`src/rtl/tilt_pkg.sv`:
```
// Shared types, widths and constants for the accelerometer tilt angle core.
// Holds the sample and result structs and the CORDIC arctangent table.
// No dependencies.
`default_nettype none

package tilt_pkg;

  // Default CORDIC step count and the length of the arctangent table.
  localparam int unsigned CORDIC_STEPS_DEF = 16;
  localparam int unsigned ATAN_TABLE_LEN   = 24;

  // Datapath widths.
  localparam int unsigned SUM_W  = 32;  // ax^2 + az^2, at most 2^31
  localparam int unsigned ROOT_W = 32;  // floor(sqrt(sum * 2^32))
  localparam int unsigned REM_W  = 33;  // square root remainder, at most 2 * root
  localparam int unsigned XY_W   = 36;  // CORDIC x and y with gain headroom
  localparam int unsigned Z_W    = 25;  // angle accumulator, degrees in Q16
  localparam int unsigned FRAC_W = 16;  // fraction bits of the Q16 values
  localparam int unsigned MAG_W  = 7;   // whole degree magnitude, 0 to 90

  localparam logic [MAG_W-1:0] MAG_CAP   = 7'd89;
  localparam logic [MAG_W-1:0] MAG_RIGHT = 7'd90;
  localparam logic [5:0]       ASCII_ZERO = 6'h30;

  // Division by ten of values up to 90: multiply by 205, shift right by 11.
  localparam logic [7:0] DIV10_MUL   = 8'd205;
  localparam int unsigned DIV10_SHIFT = 11;
  localparam logic [3:0] DIGIT_BASE  = 4'd10;

  typedef struct packed {
    logic signed [15:0] accel_x;
    logic signed [15:0] accel_y;
    logic signed [15:0] accel_z;
  } tilt_in_t;

  typedef struct packed {
    logic signed [7:0] tilt_degrees;
    logic              is_negative;
    logic [5:0]        tens_char;
    logic [5:0]        ones_char;
  } tilt_out_t;

  // Vertical term that travels beside the horizontal magnitude.
  typedef struct packed {
    logic        ay_neg;
    logic [15:0] ay_abs;
  } tilt_side_t;

  // round(atan(2^-i) * 180 / pi * 65536)
  function automatic logic signed [Z_W-1:0] atan_deg_q16(input int unsigned idx);
    logic signed [Z_W-1:0] val;
    case (idx)
      0:       val = 25'sd2949120;
      1:       val = 25'sd1740967;
      2:       val = 25'sd919879;
      3:       val = 25'sd466945;
      4:       val = 25'sd234379;
      5:       val = 25'sd117304;
      6:       val = 25'sd58666;
      7:       val = 25'sd29335;
      8:       val = 25'sd14668;
      9:       val = 25'sd7334;
      10:      val = 25'sd3667;
      11:      val = 25'sd1833;
      12:      val = 25'sd917;
      13:      val = 25'sd458;
      14:      val = 25'sd229;
      15:      val = 25'sd115;
      16:      val = 25'sd57;
      17:      val = 25'sd29;
      18:      val = 25'sd14;
      19:      val = 25'sd7;
      20:      val = 25'sd4;
      21:      val = 25'sd2;
      22:      val = 25'sd1;
      default: val = '0;
    endcase
    return val;
  endfunction

endpackage

`default_nettype wire

```
`src/rtl/tilt_sqrt.sv`:
```
// Horizontal magnitude pipeline: squares, sum, then a digit-by-digit square root
// that settles one result bit per stage. Depends on tilt_pkg.
`default_nettype none

module tilt_sqrt
  import tilt_pkg::*;
(
  input  wire logic              clk_i,
  input  wire logic              rst_ni,
  input  wire logic              en_i,
  input  wire logic              valid_i,
  input  wire tilt_in_t          data_i,
  output logic                   valid_o,
  output logic [ROOT_W-1:0]      root_o,
  output logic                   horiz_zero_o,
  output tilt_side_t             side_o
);

  localparam int unsigned NSTEP = ROOT_W;

  // Stage 1: squares.
  logic                 sq_valid_q;
  logic [SUM_W-1:0]     sq_x_q, sq_z_q;
  tilt_side_t           sq_side_q;
  logic signed [31:0]   prod_x, prod_z;
  tilt_side_t           side_in;

  // Stage 2: sum.
  logic                 sum_valid_q;
  logic [SUM_W-1:0]     sum_q;
  logic                 sum_zero_q;
  tilt_side_t           sum_side_q;
  logic [SUM_W:0]       sum_full;

  // Root stages.
  logic                 rt_valid_q [NSTEP];
  logic [REM_W-1:0]     rt_rem_q   [NSTEP];
  logic [ROOT_W-1:0]    rt_root_q  [NSTEP];
  logic [SUM_W-1:0]     rt_rad_q   [NSTEP];
  logic                 rt_zero_q  [NSTEP];
  tilt_side_t           rt_side_q  [NSTEP];

  assign prod_x = data_i.accel_x * data_i.accel_x;
  assign prod_z = data_i.accel_z * data_i.accel_z;
  assign side_in.ay_neg = data_i.accel_y[15];
  assign side_in.ay_abs = data_i.accel_y[15] ? (~data_i.accel_y + 16'd1) : data_i.accel_y;
  assign sum_full = {1'b0, sq_x_q} + {1'b0, sq_z_q};

  always_ff @(posedge clk_i or negedge rst_ni) begin
    if (!rst_ni) begin
      sq_valid_q  <= 1'b0;
      sum_valid_q <= 1'b0;
    end else if (en_i) begin
      sq_valid_q  <= valid_i;
      sum_valid_q <= sq_valid_q;
    end
  end

  always_ff @(posedge clk_i) begin
    if (en_i) begin
      sq_x_q     <= prod_x;
      sq_z_q     <= prod_z;
      sq_side_q  <= side_in;
      sum_q      <= sum_full[SUM_W-1:0];
      sum_zero_q <= (sum_full == '0);
      sum_side_q <= sq_side_q;
    end
  end

  for (genvar j = 0; j < NSTEP; j++) begin : g_root
    logic [REM_W-1:0]  rem_in;
    logic [ROOT_W-1:0] root_in;
    logic [SUM_W-1:0]  rad_in;
    logic              val_in;
    logic              zero_in;
    tilt_side_t        side_st;
    logic [REM_W+1:0]  rem_sh;
    logic [REM_W+1:0]  trial;
    logic [REM_W+1:0]  diff;
    logic              take;

    if (j == 0) begin : g_first
      assign rem_in  = '0;
      assign root_in = '0;
      assign rad_in  = sum_q;
      assign val_in  = sum_valid_q;
      assign zero_in = sum_zero_q;
      assign side_st = sum_side_q;
    end else begin : g_next
      assign rem_in  = rt_rem_q[j-1];
      assign root_in = rt_root_q[j-1];
      assign rad_in  = rt_rad_q[j-1];
      assign val_in  = rt_valid_q[j-1];
      assign zero_in = rt_zero_q[j-1];
      assign side_st = rt_side_q[j-1];
    end

    // Bring down the next two radicand bits and try to subtract 4 * root + 1.
    assign rem_sh = {rem_in, rad_in[SUM_W-1 -: 2]};
    assign trial  = {1'b0, root_in, 2'b01};
    assign take   = (rem_sh >= trial);
    assign diff   = rem_sh - trial;

    always_ff @(posedge clk_i or negedge rst_ni) begin
      if (!rst_ni) begin
        rt_valid_q[j] <= 1'b0;
      end else if (en_i) begin
        rt_valid_q[j] <= val_in;
      end
    end

    always_ff @(posedge clk_i) begin
      if (en_i) begin
        rt_rem_q[j]  <= take ? diff[REM_W-1:0] : rem_sh[REM_W-1:0];
        rt_root_q[j] <= {root_in[ROOT_W-2:0], take};
        rt_rad_q[j]  <= {rad_in[SUM_W-3:0], 2'b00};
        rt_zero_q[j] <= zero_in;
        rt_side_q[j] <= side_st;
      end
    end
  end

  assign valid_o      = rt_valid_q[NSTEP-1];
  assign root_o       = rt_root_q[NSTEP-1];
  assign horiz_zero_o = rt_zero_q[NSTEP-1];
  assign side_o       = rt_side_q[NSTEP-1];

endmodule

`default_nettype wire

```
`config.mk`:
```
export PLATFORM = sky130hd
export DESIGN_NAME = tilt_sqrt
export DESIGN_NICKNAME = d
export VERILOG_FILES = /design/src/rtl/tilt_pkg.sv /design/src/rtl/tilt_sqrt.sv
export SDC_FILE = /design/constraint.sdc
export NUM_CORES = 2
export LEC_CHECK = 0
export CORE_MARGIN = 5
export CORE_UTILIZATION = 70
export DETAILED_ROUTE_END_ITERATION = 8
export DONT_BUFFER_PORTS = 1
export HOLD_SLACK_MARGIN = 0.03
export PLACE_DENSITY_LB_ADDON = 0.15
export SYNTH_ARGS = -nofsm -noshare
export SYNTH_HDL_FRONTEND = slang
export SYNTH_SLANG_ARGS = --single-unit
```
`constraint.sdc`:
```
create_clock -name clk_i -period 6.5 [get_ports clk_i]
set_input_delay 0.975 -clock clk_i [delete_from_list [all_inputs] [get_ports clk_i]]
set_output_delay 0.975 -clock clk_i [all_outputs]
set_load 0.03 [all_outputs]
```
==> results.json <==
{
  "status": "complete, but fails checks",
  "violations": "DRC, slew limit",
  "synth_top_family_by_area": "adder cells",
  "place_congestion": 0.9002,
  "worst_slack_ns": 0.3436,
  "irDropWorstVdd_uv": 1248,
  "skew_ns": 0.05998,
  "fin_crit_sh_pct": 94.71,
  "area_growth_pct": 9.305,
  "slowest_stage": "fa_1",
  "drtIter0Drc": 7314,
  "numClockSinks": 2467,
  "dp_slack_ns": -0.4470,
  "grt_pass1_wl_mm": 441.3,
  "cp.arrival_ns": 6.76,
  "cts_buffer_depth": 3,
  "fp.coreArea_um2": 187600,
  "crit_path_end_kind": "flip-flop",
  "yosysMostFrequentCell": "edfxtp_1",
  "routed_wirelength_mm": 274.5,
  "netlist_instances": 10630,
  "p_leak_nw": 58.32,
  "synthSimpleGateAreaFrac_pct": 9.425,
  "hold_path_depth": 0,
  "hold_viol": 0,
  "initial_core_util_pct": 70.32,
  "worst_pin_slew_ns": 1.620,
  "relSlewSlack_pct": -8.014,
  "cp_max_fo": 17,
  "layout.nets": 12140,
  "hpwl_mm": 190.9,
  "max_cap_violations": 0,
  "cts.repair.resized": 0,
  "ant_nets": 0,
  "firstDrtPassIters": 9,
  "fin_area_um2": 144200,
  "syn_area_um2": 131900,
  "yosys-top-cells-count": "edfxtp_1, inv_1, ha_1, nand2_1, nor2_1",
  "rsz0062_at_grt": "no",
  "via_per_inst": 6.022,
  "overflow": 0,
  "htreeDepth": 4,
  "cts_buffers": 236,
  "die_x_um": 444.1,
  "antenna_found_initial": 8,
  "cp_num_buf_inv": 5,
  "required_ns": 7.10,
  "ys_ff_latch": 2467,
  "yosysSeqAreaShare_pct": 56.02,
  "drive_gt1_share_pct": 7.712,
  "ios": 103,
  "dpl-instance-area_um2": 136300,
  "synth_xor_area_share_pct": 5.643,
  "hold_ws_ns": 0.1726,
  "vias": 81640,
  "setup_viol": 0,
  "grt_pass1_vias": 83960,
  "max_freq_mhz": 162.4,
  "cp-startpoint": "data_i[15]",
  "worstReg2RegStart": "rt_rem_q[1][66]",
  "avgSynthCellArea_um2": 12.41,
  "synth_top_area_share_pct": 55.38,
  "hp-class": "input port to flip-flop",
  "cp-start-kind": "input port",
  "synthMuxAreaShare_pct": 1.374,
  "cellPowerDensity_nw_per_um2": 469.4,
  "grt_max_degree": 311,
  "async_flop_share_pct": 1.378,
  "ys.flop_type": "edfxtp_1",
  "yosys.cell_types.count": 90,
  "synth_edf_count": 2433,
  "crit_family": "adder cells",
  "slowest_delay_ns": 0.58,
  "reg2regPathDepth": 13,
  "hold_start": "data_i[31]",
  "grt_usage_pct": 27.89,
  "critical_path_class": "input port to flip-flop",
  "root_buffer": "clkbuf_16",
  "fin_setup_tns_ns": 0,
  "fp.dieH_um": 444.1,
  "yosysTopAreaCell": "edfxtp_1",
  "synth_compound_area_share_pct": 8.609,
  "crit_chain": "inv_1, nor2_1, fa_1, inv_2, fa_1, inv_1, fa_1, fa_1, fa_1, inv_1, fa_1, inv_2, ha_4, and4_1, and3_1, nand4_1, a311oi_1, o21ai_1, a21boi_2, o41ai_2, o21bai_1, xor2_1",
  "syn_nets": 11910,
  "drc_errors": 2,
  "io_buffers": 0,
  "rows": 159,
  "worstSetupPathDepth": 22,
  "yosys-top-cells-area": "edfxtp_1, fa_1, ha_1, inv_1, xnor2_1",
  "routedWlPerCell_um": 20.25,
  "clkLatencyLatePin_ns": 0.90,
  "cpMostUsedCell": "fa_1",
  "synthAdderAreaFrac_pct": 14.35,
  "slew_violations": 141,
  "clk_pin_slew_ns": 0.07,
  "cts_tree": "yes",
  "yosysWarningCount": 0,
  "die-area_um2": 197300,
  "final.min_clock_period_ns": 6.156
}
-- flip-flops by register name, summed over array words and instances (netlist names), 17 cells and up --
register	count
g_root.side_st	17
rt_zero_q	32
rt_rad_q	240
sq_side_q	17
rt_side_q	544
rt_root_q	528
g_root.rad_in	32
rt_rem_q	960
sq_x_q	31
sq_z_q	31
g_root.val_in	32
-- cell usage in the layout, fill, tap and decap left out, drive strengths merged, types with 153 or more instances in the layout --
cell,instances
buf,189
inv,1404
clkbuf,282
nor2,611
xnor2,435
fa,485
edfxtp,2433
mux2,153
a21oi,477
nand2,694
ha,737
a21o,237
o21ai,478
nor3,242
xor2,415
-- worst register-to-register path: stages (launching register included) --
cell and delay [ns]:
edfxtp_1 0.47, ha_1 0.34, a21o_1 0.17, a21oi_1 0.33, o211a_1 0.23, o31a_1 0.25
o21ai_0 0.27, a211oi_1 0.96, and3_1 0.76, clkinv_1 0.15, buf_4 0.27, nand4b_1 0.20
nor2_1 0.08, xor2_1 0.16
-- worst paths after layout --
kind                       slack (ns)          endpoint
max                              0.34        sq_z_q[28]
min                              0.17     sq_side_q[16]
max reg2reg                      1.62  rt_rem_q[1][123]
min reg2reg                      0.37   rt_rad_q[4][48]
max in group asynchronous        5.77  g_root[7].val_in
min in group asynchronous        0.56        sq_valid_q
-- timing repair --
| item | in CTS | in global routing |
|---|---|---|
| hold endpoints to repair | 34 | 0 |
| setup endpoints to repair | 0 | 0 |
| setup buffers | 0 | 0 |
| hold buffers | 2 | 0 |
-- area by class of cell --
type                    instances  area [um^2]
clock inverters               154         1727
well taps                    2495         3122
flip-flops and latches       2467        73910
repair buffers                190         1682
clock buffers                 282         6100
fillers                     11170        43390
diodes                          2        5.005
inverters                    1403         5270
multi-input cells            6564        52390
-- per-stage QoR --
step           utilization (%)  instances  power, mW
2_1_floorplan                -      10630      43.95
4_1_cts                  76.84      13550      68.08
3_5_place_dp             72.65      13120      53.84
5_1_grt                  76.87      13560      72.43
6_report                 76.87      13560      67.69
3_3_place_gp             72.65      13120      52.78
-- cell families (layout without fill, tap and decap cells) --
logic type      Yosys count  after routing
compound gates         1804           1804
other cells               1              3
flops                  2467           2467
buf+inv                1601           2029
simple gates           2525           2525
mux                     162            162
fa+ha+maj              1222           1222
xor+xnor                850            850
-- per-layer routing --
metal | GRT usage [%] | wire length, um | part of all wire (%) | up-vias
met5 | 0 | 64 | 0.023 | -
met4 | 9.312 | 9409 | 3.4 | 10
met3 | 3.609 | 13830 | 5.0 | 606
met2 | 49.57 | 142100 | 52 | 2561
met1 | 35.73 | 109100 | 40 | 40330
li1 | - | - | - | 38130
-- report_power, final --
part	internal (mW)	switching (mW)	leakage, nW	total (mW)
registers	21.5	1.53	23.5	23.0
logic	14.2	16.7	31.0	30.9
clock network	7.70	6.06	3.77	13.8
total	43.4	24.3	58.3	67.7
Power figures use the tool's default switching activity.
